==> config.mk <==
export PLATFORM = sky130hd
export DESIGN_NAME = oid_content_decoder
export DESIGN_NICKNAME = d
export VERILOG_FILES = /design/src/rtl/core/oidc_pkg.sv /design/src/rtl/core/oidc_front.sv /design/src/rtl/core/oidc_queue.sv /design/src/rtl/core/oidc_back.sv /design/src/rtl/core/oid_content_decoder.sv
export SDC_FILE = /design/constraint.sdc
export NUM_CORES = 1
export LEC_CHECK = 0
export ABC_AREA = 1
export BUFFER_PORTS_ARGS = -buffer_cell sky130_fd_sc_hd__buf_2
export CORE_ASPECT_RATIO = 1.2
export CORE_UTILIZATION = 55
export DETAILED_ROUTE_END_ITERATION = 10
export HOLD_SLACK_MARGIN = 0.02
export PLACE_DENSITY = 0.77
export SYNTH_ARGS = -nofsm -noshare
export SYNTH_HDL_FRONTEND = slang
export SYNTH_SLANG_ARGS = --single-unit
==> constraint.sdc <==
create_clock -name clk -period 6.73 [get_ports clk]
set_clock_uncertainty 0.15 [all_clocks]
set_input_delay 0 -clock clk [delete_from_list [all_inputs] [get_ports clk]]
set_output_delay 0 -clock clk [all_outputs]
set_load 0.1 [all_outputs]
==> src/rtl/core/oidc_pkg.sv <==
// Shared types and constants of the object identifier content decoder.
package oidc_pkg;

	localparam int MAX_ARCS  = 64;
	localparam int MIN_ARCS  = 2;
	localparam int MAX_BYTES = 5;
	localparam int QDEPTH    = 4;
	localparam int QAW       = $clog2(QDEPTH);

	localparam logic [6:0]  CFG_RESET = 7'd64;
	localparam logic [31:0] ARC1_BASE = 32'd40;
	localparam logic [31:0] ARC2_BASE = 32'd80;

	typedef enum logic [1:0] {
		ST_OK        = 2'd0,
		ST_OVERFLOW  = 2'd1,
		ST_INVALID   = 2'd2,
		ST_TOO_SMALL = 2'd3
	} status_t;

	typedef struct packed {
		logic        split;
		logic [31:0] value;
		logic [5:0]  index;
		status_t     status;
		logic        done;
	} cmd_t;

	typedef struct packed {
		logic valid;
		cmd_t cmd;
	} cmd_beat_t;

endpackage

==> src/rtl/core/oidc_front.sv <==
// Front end: accepts content bytes, tracks subidentifier state, issues commands.
module oidc_front (
	input  logic                clk,
	input  logic                arst_n,
	input  logic                cfg_wr_en,
	input  logic [6:0]          cfg_wr_data,
	input  logic                in_valid,
	input  logic [7:0]          content_byte,
	input  logic                final_byte,
	input  logic                q_full,
	output logic                in_stall,
	output oidc_pkg::cmd_beat_t push
);
	import oidc_pkg::*;

	logic [6:0]  max_q;
	logic [31:0] acc_q;
	logic [2:0]  bytes_q;
	logic        first_q;
	logic [6:0]  count_q;
	logic        disc_q;

	logic [31:0] acc_n;
	logic [2:0]  bytes_n;
	logic        first_n;
	logic [6:0]  count_n;
	logic        disc_n;
	logic [6:0]  limit;
	logic        accept;
	logic [31:0] acc_shift;

	assign in_stall  = q_full;
	assign accept    = in_valid && !q_full;
	assign acc_shift = {acc_q[24:0], content_byte[6:0]};

	always_comb begin
		if (max_q > 7'(MAX_ARCS)) begin
			limit = 7'(MAX_ARCS);
		end else if (max_q < 7'(MIN_ARCS)) begin
			limit = 7'(MIN_ARCS);
		end else begin
			limit = max_q;
		end
	end

	always_comb begin
		acc_n            = acc_q;
		bytes_n          = bytes_q;
		first_n          = first_q;
		count_n          = count_q;
		disc_n           = disc_q;
		push.valid       = 1'b0;
		push.cmd.split   = 1'b0;
		push.cmd.value   = '0;
		push.cmd.index   = count_q[5:0];
		push.cmd.status  = ST_OK;
		push.cmd.done    = 1'b1;
		if (accept) begin
			if (disc_q) begin
				// drop until the final byte
			end else if (bytes_q == '0 && !first_q && count_q >= limit) begin
				push.valid      = 1'b1;
				push.cmd.status = ST_TOO_SMALL;
				disc_n          = 1'b1;
			end else if (bytes_q == 3'(MAX_BYTES)) begin
				push.valid      = 1'b1;
				push.cmd.status = ST_OVERFLOW;
				disc_n          = 1'b1;
			end else if (content_byte[7]) begin
				acc_n   = acc_shift;
				bytes_n = bytes_q + 3'd1;
				if (final_byte) begin
					push.valid      = 1'b1;
					push.cmd.status = ST_INVALID;
				end
			end else begin
				push.valid     = 1'b1;
				push.cmd.value = acc_shift;
				push.cmd.done  = final_byte;
				acc_n          = '0;
				bytes_n        = '0;
				if (first_q) begin
					push.cmd.split = 1'b1;
					push.cmd.index = '0;
					first_n        = 1'b0;
					count_n        = 7'd2;
				end else begin
					count_n = count_q + 7'd1;
				end
			end
			if (final_byte) begin
				acc_n   = '0;
				bytes_n = '0;
				first_n = 1'b1;
				count_n = '0;
				disc_n  = 1'b0;
			end
		end
	end

	always_ff @(posedge clk or negedge arst_n) begin
		if (!arst_n) begin
			max_q   <= CFG_RESET;
			acc_q   <= '0;
			bytes_q <= '0;
			first_q <= 1'b1;
			count_q <= '0;
			disc_q  <= 1'b0;
		end else begin
			if (cfg_wr_en) begin
				max_q <= cfg_wr_data;
			end
			acc_q   <= acc_n;
			bytes_q <= bytes_n;
			first_q <= first_n;
			count_q <= count_n;
			disc_q  <= disc_n;
		end
	end

endmodule

==> src/rtl/core/oidc_queue.sv <==
// Command queue between the front end and the output stage.
module oidc_queue (
	input  logic                clk,
	input  logic                arst_n,
	input  oidc_pkg::cmd_beat_t push,
	input  logic                pop,
	output logic                full,
	output oidc_pkg::cmd_beat_t head
);
	import oidc_pkg::*;

	cmd_t           mem_q [QDEPTH];
	logic [QAW-1:0] wr_ptr_q;
	logic [QAW-1:0] rd_ptr_q;
	logic [QAW:0]   count_q;
	logic           do_push;
	logic           do_pop;

	assign full       = (count_q == (QAW+1)'(QDEPTH));
	assign head.valid = (count_q != '0);
	assign head.cmd   = mem_q[rd_ptr_q];
	assign do_push    = push.valid && !full;
	assign do_pop     = pop && head.valid;

	always_ff @(posedge clk) begin
		if (do_push) begin
			mem_q[wr_ptr_q] <= push.cmd;
		end
	end

	always_ff @(posedge clk or negedge arst_n) begin
		if (!arst_n) begin
			wr_ptr_q <= '0;
			rd_ptr_q <= '0;
			count_q  <= '0;
		end else begin
			if (do_push) begin
				wr_ptr_q <= wr_ptr_q + QAW'(1);
			end
			if (do_pop) begin
				rd_ptr_q <= rd_ptr_q + QAW'(1);
			end
			if (do_push && !do_pop) begin
				count_q <= count_q + (QAW+1)'(1);
			end else if (do_pop && !do_push) begin
				count_q <= count_q - (QAW+1)'(1);
			end
		end
	end

endmodule

==> src/rtl/core/oidc_back.sv <==
// Output stage: splits the first subidentifier and drives result beats.
module oidc_back (
	input  logic                clk,
	input  logic                arst_n,
	input  oidc_pkg::cmd_beat_t head,
	output logic                pop,
	input  logic                out_stall,
	output logic                out_valid,
	output logic [31:0]         arc_value,
	output logic [5:0]          arc_index,
	output logic [1:0]          status,
	output logic                done_res
);
	import oidc_pkg::*;

	logic        valid_q;
	logic [31:0] value_q;
	logic [5:0]  index_q;
	status_t     status_q;
	logic        done_q;
	logic        rest_pend_q;
	logic [31:0] rest_val_q;
	logic        rest_done_q;

	logic        load;
	logic [31:0] top;
	logic [31:0] rest;

	assign load = !valid_q || !out_stall;
	assign pop  = load && !rest_pend_q && head.valid;

	always_comb begin
		if (head.cmd.value < ARC1_BASE) begin
			top  = 32'd0;
			rest = head.cmd.value;
		end else if (head.cmd.value < ARC2_BASE) begin
			top  = 32'd1;
			rest = head.cmd.value - ARC1_BASE;
		end else begin
			top  = 32'd2;
			rest = head.cmd.value - ARC2_BASE;
		end
	end

	always_ff @(posedge clk) begin
		if (load) begin
			if (rest_pend_q) begin
				value_q  <= rest_val_q;
				index_q  <= 6'd1;
				status_q <= ST_OK;
				done_q   <= rest_done_q;
			end else if (head.cmd.split) begin
				value_q  <= top;
				index_q  <= 6'd0;
				status_q <= ST_OK;
				done_q   <= 1'b0;
			end else begin
				value_q  <= head.cmd.value;
				index_q  <= head.cmd.index;
				status_q <= head.cmd.status;
				done_q   <= head.cmd.done;
			end
		end
		if (pop) begin
			rest_val_q  <= rest;
			rest_done_q <= head.cmd.done;
		end
	end

	always_ff @(posedge clk or negedge arst_n) begin
		if (!arst_n) begin
			valid_q     <= 1'b0;
			rest_pend_q <= 1'b0;
		end else if (load) begin
			valid_q     <= rest_pend_q || head.valid;
			rest_pend_q <= pop && head.cmd.split;
		end
	end

	assign out_valid = valid_q;
	assign arc_value = value_q;
	assign arc_index = index_q;
	assign status    = status_q;
	assign done_res  = done_q;

endmodule

==> src/rtl/core/oid_content_decoder.sv <==
// Top level of the object identifier content decoder.
// Takes one content byte per cycle and returns arcs, one beat per cycle, while
// not stalled. A byte is accepted while the four-entry command queue has room;
// a completed arc's command is written into the queue and then registered in
// the output stage. The first subidentifier yields two beats from one queue
// entry, and no new entry is popped until the second is loaded; every other
// arc or error gives one. An error beat ends the identifier and later bytes
// up to the final one give no beat. The user must write max_components via
// cfg_wr_en/cfg_wr_data only while idle (unenforced); values clamp to 2..64.
module oid_content_decoder (
	input  logic        clk,
	input  logic        arst_n,
	input  logic        cfg_wr_en,
	input  logic [6:0]  cfg_wr_data,
	input  logic        in_valid,
	output logic        in_stall,
	input  logic [7:0]  content_byte,
	input  logic        final_byte,
	output logic        out_valid,
	input  logic        out_stall,
	output logic [31:0] arc_value,
	output logic [5:0]  arc_index,
	output logic [1:0]  status,
	output logic        done_res
);
	import oidc_pkg::*;

	cmd_beat_t push;
	cmd_beat_t head;
	logic      q_full;
	logic      pop;

	oidc_front u_front (
		.clk          (clk),
		.arst_n       (arst_n),
		.cfg_wr_en    (cfg_wr_en),
		.cfg_wr_data  (cfg_wr_data),
		.in_valid     (in_valid),
		.content_byte (content_byte),
		.final_byte   (final_byte),
		.q_full       (q_full),
		.in_stall     (in_stall),
		.push         (push)
	);

	oidc_queue u_queue (
		.clk    (clk),
		.arst_n (arst_n),
		.push   (push),
		.pop    (pop),
		.full   (q_full),
		.head   (head)
	);

	oidc_back u_back (
		.clk       (clk),
		.arst_n    (arst_n),
		.head      (head),
		.pop       (pop),
		.out_stall (out_stall),
		.out_valid (out_valid),
		.arc_value (arc_value),
		.arc_index (arc_index),
		.status    (status),
		.done_res  (done_res)
	);

endmodule

## After elaboration in Yosys (flattened, before gate mapping)

Memory sizes are Yosys's and may differ from the RTL's.
Cells that the tools add are included.
Widths: inputs -> output; s select.

- Register bits: 127
- Memory bits (writable): 168
- Logic and storage cells: 121
- Memories kept: 1
- Output and inout port bits: 43

- Magnitude comparators: 5
- Equal/unequal tests: 6
- Reduce and logical (&&, ||, !) cells: 25
- Add/sub/neg operators: 8
- Muxes and demuxes: 58

Memory list:

| memory | depth | width | rd ports | clocked after Yosys merged registers in | wr ports | line | RTL |
|---|---|---|---|---|---|---|---|
| u_queue.mem_q | 4 | 42 | 1 | 0 | 1 | oidc_queue.sv:12 | `cmd_t mem_q [QDEPTH];` |

Operator list:

| kind | number |
|---|---|
| $mux 32 | 4 |
| $mux 25 | 5 |
| $mux 39 | 3 |
| $mux 43 | 2 |
| $mux 7 | 8 |
| $lt 32x6->1 const B | 1 |
| $lt 32x7->1 const B | 1 |
| $sub 32x6->32 const B | 1 |
| $sub 32x7->32 const B | 1 |
| $mux 1 | 22 |
| $mux 3 | 7 |
| $mux 2 | 6 |
| $logic_and 1x1->1 | 10 |
| $add 7x1->7 const B | 1 |
| $ge 7x7->1 | 1 |
| $gt 7x7->1 const B | 1 |
| $logic_not 1->1 | 7 |
| $lt 7x2->1 const B | 1 |
| $add 3x1->3 const B | 2 |
| $eq 3x3->1 const B | 2 |
| $mux 6 | 1 |
| $ne 2x2->1 const B | 3 |
| $reduce_and 5->1 | 1 |
| $add 2x1->2 const B | 2 |
| other kinds (8) | 9 |

## Depth between registers and ports, before layout

Gate-level depths: netlist of the first run.

- Word-level depth: 13
- Mapped depth: 19
- Mapped depth without buffers: 19

## Modules after synthesis

A second synthesis of the first run with hierarchy kept.

- Cells, all modules: 1349
- Area, all modules: 14204.9 um2

Modules (own cells, without submodules):

| module | cells each | times used | area an instance (um2) | seq. area each (um2) |
|---|---|---|---|---|
| oidc_queue | 550 | 1 | 7300.8 | 5220.0 |
| oidc_back | 409 | 1 | 3880.0 | 2272.2 |
| oidc_front | 390 | 1 | 3024.2 | 1103.6 |

## Least setup slack after synthesis of the first run

Ideal clock, no wire load.

- Path kind: flip-flop to flip-flop
- Start point: reg u_back.valid_q, in the netlist u_back.out_valid
- End point: reg u_queue.count_q[1]
- Data required time: 6455 ps
- Buffers on the path: 0
- Cell stages (with the launch flop): 9
- Clock period less this slack: 6039 ps
- Setup slack: 691 ps
- Library setup time: 125 ps
- Arrival: 5764 ps
- Cell sequence: dfrtp_1 -> nand2_1 -> inv_1 -> nor3_1 -> inv_1 -> ha_1 -> inv_1 -> fa_1 -> mux2_2

- Word-level cells in the longest chain between the ends: 8

Ends and longest elaborated chain:

| what | line | RTL |
|---|---|---|
| start: declaration | oidc_back.sv:16 | `logic valid_q;` |
| start signal: assignment | oidc_back.sv:75 | `valid_q <= rest_pend_q \|\| head.valid;` |
| $logic_not 1->1 (*) | oidc_back.sv:29 | `assign load = !valid_q \|\| !out_stall;` |
| $logic_or 1x1->1 (*) | oidc_back.sv:29 |  |
| $logic_and 1x1->1 (*) (2 in series) | oidc_back.sv:30 | `assign pop = load && !rest_pend_q && head.valid;` |
| named net pop | oid_content_decoder.sv:31 | `logic pop;` |
| $logic_and 1x1->1 (*) | oidc_queue.sv:23 | `assign do_pop = pop && head.valid;` |
| $logic_not 1->1 | oidc_queue.sv:43 | `if (do_push && !do_pop) begin` |
| $logic_and 1x1->1 | oidc_queue.sv:43 |  |
| $mux 3 / $reduce_bool 2->1 (equally long branches) | -- |  |
| end signal: assignment | oidc_queue.sv:44 | `count_q <= count_q + (QAW+1)'(1);` |
| end signal: assignment | oidc_queue.sv:46 | `count_q <= count_q - (QAW+1)'(1);` |
| end: declaration | oidc_queue.sv:15 | `logic [QAW:0] count_q;` |

The timed path passes the listed nets; every way through them passes the cells marked *.
A chain may end at the register's enable or synchronous reset.

## Final worst setup path of the first run

- Start point: reg u_front.max_q[5]
- End point: reg u_front.count_q[1]

- Word-level cells in the longest chain between the ends: 7

Ends and longest elaborated chain:

| what | line | RTL |
|---|---|---|
| start: declaration | oidc_front.sv:16 | `logic [6:0] max_q;` |
| start signal: assignment | oidc_front.sv:111 | `max_q <= cfg_wr_data;` |
| $lt 7x2->1 | oidc_front.sv:39 | `end else if (max_q < 7'(MIN_ARCS)) begin` |
| $mux 7 | oidc_front.sv:39 |  |
| $mux 7 (*) | oidc_front.sv:37 | `if (max_q > 7'(MAX_ARCS)) begin` |
| $ge 7x7->1 (*) | oidc_front.sv:61 | `end else if (bytes_q == '0 && !first_q && count_q >= limit) begin` |
| $logic_and 1x1->1 (*) | oidc_front.sv:61 |  |
| $ne 2x2->1 (no source line) (*) | -- |  |
| $reduce_and 5->1 (no source line) (*) | -- |  |
| end signal: assignment | oidc_front.sv:116 | `count_q <= count_n;` |
| end: declaration | oidc_front.sv:20 | `logic [6:0] count_q;` |

Every way passes the cells marked *; elsewhere a longest branch is shown, timed or not.

==> results of run 1 <==
## area by class of cell
class	instances	share of cell area, %
well taps	315	2.64
repair buffers	114	5.33
clock inverters	11	0.738
clock buffers	40	5.47
multi-input cells	838	26.5
inverters	66	1.68
flip-flops and latches	295	57.6
## kinds of logic (layout without fill, tap and decap cells)
| family | Yosys count | in the layout | synth area share, % |
|---|---|---|---|
| AOI/OAI and AO/OA | 121 | 121 | 5.05 |
| DFF | 295 | 295 | 65.8 |
| buffers and inverters | 118 | 231 | 4.13 |
| and+or+nand+nor | 674 | 674 | 21.4 |
| adders and majority gates | 21 | 21 | 2.07 |
| xor gates and xnor gates | 18 | 18 | 1.21 |
| muxes | 4 | 4 | 0.345 |
## metal layers
layer  global-route usage [%]  routed length [µm]
met5                        0                   0
met4                     7.57                 600
met3                     2.77                1530
met2                     39.7               13600
met1                     29.5               11200
## state kept, by name (all words and copies together) (netlist names), 2 cells and up
name / flops
u_back.arc_index: 6
u_back.arc_value: 32
u_back.rest_val_q: 32
u_back.status: 2
u_front.acc_q: 25
u_front.bytes_q: 3
u_front.count_q: 7
u_front.max_q: 7
u_queue.count_q: 3
u_queue.mem_q: 168
u_queue.rd_ptr_q: 2
u_queue.wr_ptr_q: 2
## worst max-delay path, stage by stage, from the launching register on
cell	delay [ns]
dfrtp_1	0.40
nor3_1	0.20
nand3_1	0.13
o21ai_0	0.47
nand2_1	0.13
ha_1	0.34
a21oi_1	0.14
o21ai_0	0.11
nand2_1	0.07
nand3_1	0.09
nand2_1	0.10
nand2_1	0.09
o21ai_2	0.11
buf_4	0.31
clkinv_1	0.62
nor2_2	0.49
nand2_1	0.09
nand2_1	0.07
dlygate4sd3_1	0.55
## power by group
part / switching [mW] / internal, mW
sequential: 0.157 / 2.59
clock: 0.637 / 0.919
combinational: 2.47 / 0.673
total: 3.26 / 4.18
## per-stage QoR
stage / area (µm²) / worst slack, ns / hold slack, ns
4_1_cts: 14900 / 2.06 / 0.152
3_3_place_gp: 13600 / 2.62 / 0.0127
3_5_place_dp: 13600 / 2.36 / 0.0171
2_1_floorplan: 13100 / 0.691 / -0.446
6_report: 14900 / 2.02 / 0.175
5_1_grt: 14900 / 1.33 / 0.222
## worst max path at each step
stage	startpoint	cells after the start	endpoint	slack (ns)
after CTS	u_front.max_q[5]	18	u_front.count_q[1]	2.06
after floorplan	u_back.out_valid	8	u_queue.count_q[1]	0.69
final	u_front.max_q[5]	18	u_front.count_q[1]	2.02
after global routing	u_front.max_q[5]	18	u_front.count_q[1]	1.33
after detailed placement	u_front.max_q[5]	15	u_queue.mem_q[1][4]	2.36
after global placement	u_front.max_q[5]	15	u_queue.mem_q[0][6]	2.62
## layout by cell type (no fill, tap or decap), types with 29 or more instances in the layout
master         count
nor2_1           119
inv_1             61
edfxtp_1         242
o21ai_0           73
clkbuf_16         29
dlygate4sd3_1     39
nand2_1          386
buf_2             63
nand3_1          122
dfrtp_1           50
==> flow_summary.ini, run 1 <==
[status]
status = finished, final reports clean

[synth]
avgSynthCellArea_um2 = 10.4
yosysWarnings = 0
yosysTopAreaCell = edfxtp_1
ys_ff_latch = 295
synth.top_cell.area_share_pct = 55.7
synth_edf_count = 242
ys_seq_area_share_pct = 65.8
synth_common_cells = nand2_1 (387), edfxtp_1 (242), nor2_1 (125), nand3_1 (122), o21ai_0 (73)
synth_most_common_cell = nand2_1
syn_nets = 1293
synth_cell_types = 39
synthFlopType = edfxtp_1
ys_top_cells_by_area = edfxtp_1 (56%), nand2_1 (11%), dfrtp_1 (9.8%)
async_reset_ff_share_pct = 18.0
syn_inst = 1251
synth.cell_area_mm2 = 0.0131

[finish]
drive_gt1_share_pct = 11.3
final_cell_count_no_fill = 1679
final_core_util_pct = 64.3
diodes = 0
seqCellArea_mm2 = 0.00860
multi_input_area_mm2 = 0.00396
fill_cells = 1797
fin_nets = 1385
areaGrowthSynthToFinish_pct = 14.3

[cts]
cts_resized = 0
cts.sinks = 295
cts-root-buf = clkbuf_16
ctsHoldBuffers = 39
path_clk_slew_ns = 0.06
cts_buffers = 28
cts_setup_buffers = 0
cts_buffer_depth = 3
cts_tree = done
clkLatencyLatePin_ns = 0.54
htree_levels = 1

[placed_design]
port_buffers = 63
place.gp.congestion = 0.881
dp.final_hpwl_um = 17300
dp.cells = 1589

[worst_hold_path]
holdPathStages = 3
hold_start = cfg_wr_en
hp-class = in2reg
whs_endpoint = u_front.max_q[6]

[routing]
drt_iter0_markers = 676
routed_wl_um = 26900
drc = 0
wl_per_cell_um = 16.0
viasPerCell = 5.37
dr_total_vias = 9024
ant_nets = 0
first_pass_iters = 5

[power]
ir_drop_uv = 245
p_total_mw = 7.44
power_density_mw_per_mm2 = 499
leakage_nw = 6.08

[floorplan]
fp-row-count = 61
core_region_area_mm2 = 0.0232
ios = 64
start_util_pct = 56.3
die_y_um = 171
die_w_um = 143
die-area_mm2 = 0.0244

[sta]
worst_pin_slew_ns = 1.14
rsz0062_at_grt = false
slew_violations = 0
fmax_ghz = 0.212
setup_viol = 0
relSlewSlack_pct = 24.3
hold_violations = 0
layout_min_cycle_time_ns = 4.71
period_share_pct = 70.0
fin_tns_setup_ns = 0

[worst_setup_path]
r2r-start = u_front.max_q[5]
cp.required_ns = 7.05
r2r_setup_slack_ns = 2.02
crit_path_max_fanout = 33
critPathKind = reg2reg
cp.arrival_ns = 5.03
start_kind = flip-flop
r2r_end = u_front.count_q[1]
r2r_cells = 18
cp-end-kind = flip-flop

[global_routing]
grt_pass1_wl_um = 43400
grt_max_degree = 86
grt_overflow = 0
grt_pass1_vias = 8746
antenna_found_initial = 0
grt_usage_pct = 22.8

[run]
maxCapViolations = 0
Note: power is estimated with default switching activity, not from simulation.
==> run 2, diff against run 1 <==
==> constraint.sdc (replaced) <==
create_clock -name clk -period 4.4 [get_ports clk]
set_clock_uncertainty 0.15 [all_clocks]
set_input_delay 0 -clock clk [delete_from_list [all_inputs] [get_ports clk]]
set_output_delay 0 -clock clk [all_outputs]
set_load 0.1 [all_outputs]
==> flow_summary.ini, run 2 (synthesis gave the netlist of run 1 again) <==
[status]
status = finished, final reports clean

[sta]
period_share_pct = 85.9
worst_pin_slew_ns = 0.764
fin_tns_setup_ns = 0
layout_min_cycle_time_ns = 3.78
setup_viol = 0
hold_violations = 0
relSlewSlack_pct = 48.9
slew_violations = 0
fmax_ghz = 0.265
hold_slack_ns = 0.172
rsz0062_at_grt = false

[worst_setup_path]
worst_path_max_delay_cell = dlygate4sd3_1
critical-path-max-stage-delay_ns = 0.58
path_buf_inv = 2
cp_common_cell = nand2_1
cp.arrival_ns = 4.10
crit_path_max_fanout = 25
critPathKind = reg2reg
cp-end-kind = flip-flop
cp.required_ns = 4.72
worstPathCellList = nor3_1 -> nand3_1 -> o21ai_0 -> nand2_1 -> ha_1 -> a21oi_1 -> o21ai_0 -> nand2_1 -> nand3_1 -> nand2_1 -> nand2_1 -> o21ai_2 -> buf_4 -> nand3_1 -> dlygate4sd3_1 -> nand2_1
start_kind = flip-flop
cp_top_family = compound AO/OA/AOI/OAI gates

[cts]
cts_buffers = 28
cts.sinks = 295
htree_levels = 1
cts-root-buf = clkbuf_16
path_clk_slew_ns = 0.06
clkLatencyLatePin_ns = 0.54
cts_buffer_depth = 3
cts_tree = done
cts_setup_buffers = 0

[power]
p_switching_mw = 4.97
power_frac_comb_pct = 43.1
power_density_mw_per_mm2 = 755
p_sw_share_pct = 43.9
pwr-share-seq_pct = 36.7
leakage_nw = 6.09
p_int_mw = 6.35
pwr-share-clk_pct = 20.2
ir_drop_uv = 370

[global_routing]
grt_max_degree = 64
grt_pass1_wl_um = 42400
grt_overflow = 0
grt_pass1_vias = 8550
grt_usage_pct = 22.3
antenna_found_initial = 0

[floorplan]
ios = 64
die-area_mm2 = 0.0244
core_region_area_mm2 = 0.0232
fp-row-count = 61
start_util_pct = 56.3
die_y_um = 171
die_w_um = 143

[routing]
first_pass_iters = 5
routed_wl_um = 26300
wl_per_cell_um = 15.6
dr_total_vias = 9057
viasPerCell = 5.37
ant_nets = 0
drt_iter0_markers = 720
drc = 0

[placed_design]
dp.final_hpwl_um = 16400
place.gp.congestion = 0.923
port_buffers = 63

[finish]
areaGrowthSynthToFinish_pct = 14.9
diodes = 0
final_cell_mix = nand2_1 (386), edfxtp_1 (242), nand3_1 (122)
final_common_cell = nand2_1
fin_nets = 1393
drive_gt1_share_pct = 11.3
largest_reg_flops = 168
largest-register = u_queue.mem_q

[worst_hold_path]
hp-class = in2reg

[run]
maxCapViolations = 0
==> run 2: cell count changes in the layout (fill, tap and decap cells not counted), sizes merged <==
cell	delta
buf	+7
clkinv	+2
inv	-2
clkbuf	-1
clkinvlp	+1
dlygate4sd3	+1
==> run 2: timing repair <==
item                                   4_1_cts  5_1_grt
hold buffers                                40        0
resized for setup                            0        0
endpoints found under the hold margin      177        0
==> run 2: area by class of cell <==
class,count,area (µm²)
Clock inverter,12,108
Sequential cell,295,8600
Fill cell,1764,8200
Inverter,66,250
Clock buffer,39,763
Tap cell,315,394
Timing Repair Buffer,122,921
Multi-Input combinational cell,838,3970
==> run 2: power by group through the flow <==
stage | Sequential (mW) | Clock [mW] | Combinational (mW)
after global routing | 4.22 | 2.42 | 5.32
after CTS | 4.15 | 2.31 | 4.88
after floorplan | 5.60 | 0 | 2.44
final | 4.15 | 2.28 | 4.88
after global placement | 4.19 | 0 | 4.75
after detailed placement | 4.21 | 0 | 4.83
==> run 2: per-stage QoR <==
step                worst slack (ns)  instance area [µm²]  util, %  std cells  power [mW]
finish                         0.622                15000     64.7       1687        11.3
global route                   0.336                15000     64.7       1687        12.0
CTS                            0.677                15000     64.7       1687        11.3
detailed placement             0.711                13700     59.2       1596        9.03
global placement               0.768                13700     59.2       1596        8.94
floorplan                   0.000710                13100        -       1251        8.04
==> run 2: tightest hold or removal path: cells and delay by family <==
kind | cells | cell delay, ns
AOI/OAI and AO/OA | 1 | 0.10
buffers and inverters | 2 | 0.75
==> run 2: worst paths after layout <==
check                                  start            endpoint  slack [ns]  cells past startpoint
max                         u_front.max_q[5]    u_front.acc_q[1]        0.62                     16
min                                cfg_wr_en    u_front.max_q[6]        0.17                      3
max reg2reg                 u_front.max_q[5]    u_front.acc_q[1]        0.62                     16
min reg2reg                u_front.acc_q[20]   u_front.acc_q[20]        0.33                      2
max in group asynchronous             arst_n   u_front.acc_q[22]        3.05                      4
min in group asynchronous             arst_n  u_front.count_q[3]        0.53                      4
==> run 2: routing by layer <==
metal	up-vias	wire (µm)	global-route usage [%]
met3	41	1540	2.71
met5	-	0	0
met2	289	12800	37.6
met1	4292	11500	30.5
met4	0	510	6.45
li1	4435	-	-
==> run 3, diff against run 2 <==
--- a/config.mk
+++ b/config.mk
@@ -8,6 +8,7 @@
 export ABC_AREA = 1
 export BUFFER_PORTS_ARGS = -buffer_cell sky130_fd_sc_hd__buf_2
 export CORE_ASPECT_RATIO = 1.2
+export CORE_MARGIN = 2
 export CORE_UTILIZATION = 55
 export DETAILED_ROUTE_END_ITERATION = 10
 export HOLD_SLACK_MARGIN = 0.02
==> flow_summary.ini, run 3 (synthesis gave the netlist of run 1 again) <==
[status]
status = finished, final reports clean

[floorplan]
core_region_area_mm2 = 0.0233
die_y_um = 173
fp-row-count = 61
die_w_um = 145
ios = 64
die-area_mm2 = 0.0250
start_util_pct = 56.1

[cts]
cts.sinks = 295
cts-root-buf = clkbuf_16
cts_setup_buffers = 0
htree_levels = 1
cts_buffer_depth = 3
path_clk_slew_ns = 0.07
cts_buffers = 27
cts_tree = done
clkLatencyLatePin_ns = 0.54
cts_resized = 0

[sta]
layout_min_cycle_time_ns = 3.87
rsz0062_at_grt = false
period_share_pct = 88.0
hold_slack_ns = 0.205
hold_violations = 0
worst_pin_slew_ns = 0.874
setup_slack_ns = 0.529
fin_tns_setup_ns = 0
fmax_ghz = 0.258
setup_viol = 0
slew_violations = 0
relSlewSlack_pct = 41.7

[finish]
areaGrowthSynthToFinish_pct = 14.7
final_core_util_pct = 64.3
fill_cells = 1768
final_common_cell = nand2_1
final_cell_mix = nand2_1 (386), edfxtp_1 (242), nand3_1 (122)
fin_nets = 1394
diodes = 0
largest_reg_flops = 168
drive_gt1_share_pct = 11.5
fin_area_mm2 = 0.0150
largest-register = u_queue.mem_q

[routing]
viasPerCell = 5.48
dr_total_vias = 9242
drt_iter0_markers = 732
ant_nets = 0
wl_per_cell_um = 15.9
routed_wl_um = 26900
drc = 0
first_pass_iters = 5

[worst_setup_path]
cp.required_ns = 4.70
startpoint = u_front.max_q[5]
start_kind = flip-flop
r2r_end = u_front.first_q
r2r_setup_slack_ns = 0.53
crit_path_max_fanout = 32
cp.arrival_ns = 4.18
critPathKind = reg2reg
r2r_cells = 17
cp-end-kind = flip-flop
r2r-start = u_front.max_q[5]

[placed_design]
dp_slack_ns = 0.640
placed_area_mm2 = 0.0137
port_buffers = 63
dp.final_hpwl_um = 16900
place.gp.congestion = 0.953

[power]
power_density_mw_per_mm2 = 758
leakage_nw = 6.08
ir_drop_uv = 367

[worst_hold_path]
hold_start = final_byte
whs_endpoint = u_front.count_q[1]
hp-class = in2reg
holdPathStages = 5

[global_routing]
grt_pass1_wl_um = 43700
grt_max_degree = 86
grt_usage_pct = 21.9
grt_overflow = 0
antenna_found_initial = 0
grt_pass1_vias = 8909

[run]
maxCapViolations = 0
-- run 3: changes by cell type in the layout (fill, tap and decap cells not counted) --
| cell | before | now |
|---|---|---|
| clkinv_1 | 5 | 9 |
| clkbuf_1 | 10 | 3 |
| clkbuf_16 | 29 | 27 |
| bufinv_16 | 2 | 3 |
| clkinvlp_2 | 1 | 2 |
| buf_12 | 5 | 2 |
| clkinvlp_4 | 1 | 2 |
| clkinv_2 | 6 | 4 |
| clkinv_4 | 0 | 2 |
| buf_4 | 14 | 19 |
-- run 3: stage by stage --
step | power, mW | instances
final | 11.3 | 1687
after global routing | 12.0 | 1687
after CTS | 11.4 | 1687
after detailed placement | 9.03 | 1598
after global placement | 8.92 | 1598
after floorplan | 8.04 | 1251
-- run 3: worst max-delay path, cell delays in order (launching register included) --
cell	delay, ns
dfrtp_1	0.39
nor3_1	0.22
nand3_1	0.13
o21ai_0	0.41
nand2_1	0.11
ha_1	0.33
a21oi_1	0.14
o21ai_0	0.09
nand2_1	0.06
nand3_1	0.07
nand2_1	0.10
nand2_1	0.09
o21ai_2	0.15
buf_4	0.32
o21ai_1	0.30
nand2_1	0.12
nand2_1	0.05
dlygate4sd3_1	0.55
-- run 3: cell type report --
cell class | count | area, µm² | share of cell area [%]
Clock buffer | 30 | 687 | 4.59
Sequential cell | 295 | 8600 | 57.4
Multi-Input combinational cell | 838 | 3970 | 26.5
Clock inverter | 19 | 173 | 1.15
Tap cell | 315 | 394 | 2.63
Timing Repair Buffer | 124 | 898 | 6.00
Inverter | 66 | 250 | 1.67
-- run 3: timing repair --
action,4_1_cts,5_1_grt
hold buffers,40,0
endpoints found under the setup margin,0,0
endpoints found under the hold margin,184,0
-- run 3: worst max path at each step --
stage | end | slack [ns] | depth (start not counted)
after floorplan | u_queue.count_q[1] | 0.0007 | 8
after global placement | u_queue.count_q[2] | 0.75 | 20
after detailed placement | u_queue.count_q[2] | 0.64 | 20
after CTS | u_front.first_q | 0.52 | 16
after global routing | u_front.first_q | 0.19 | 17
final | u_front.first_q | 0.53 | 17
-- run 3: metal layers --
metal	vias up	global-route usage, %	part of all wire, %
li1	4429	-	-
met1	4446	29.9	42
met2	318	36.3	50
met3	49	3.05	6.2
met4	0	7.69	2.4
met5	-	0	0
-- run 3: power by group --
group / internal (mW) / total (mW) / switching (mW)
clock network: 1.30 / 2.29 / 0.989
registers: 3.95 / 4.16 / 0.211
logic: 1.07 / 4.89 / 3.83
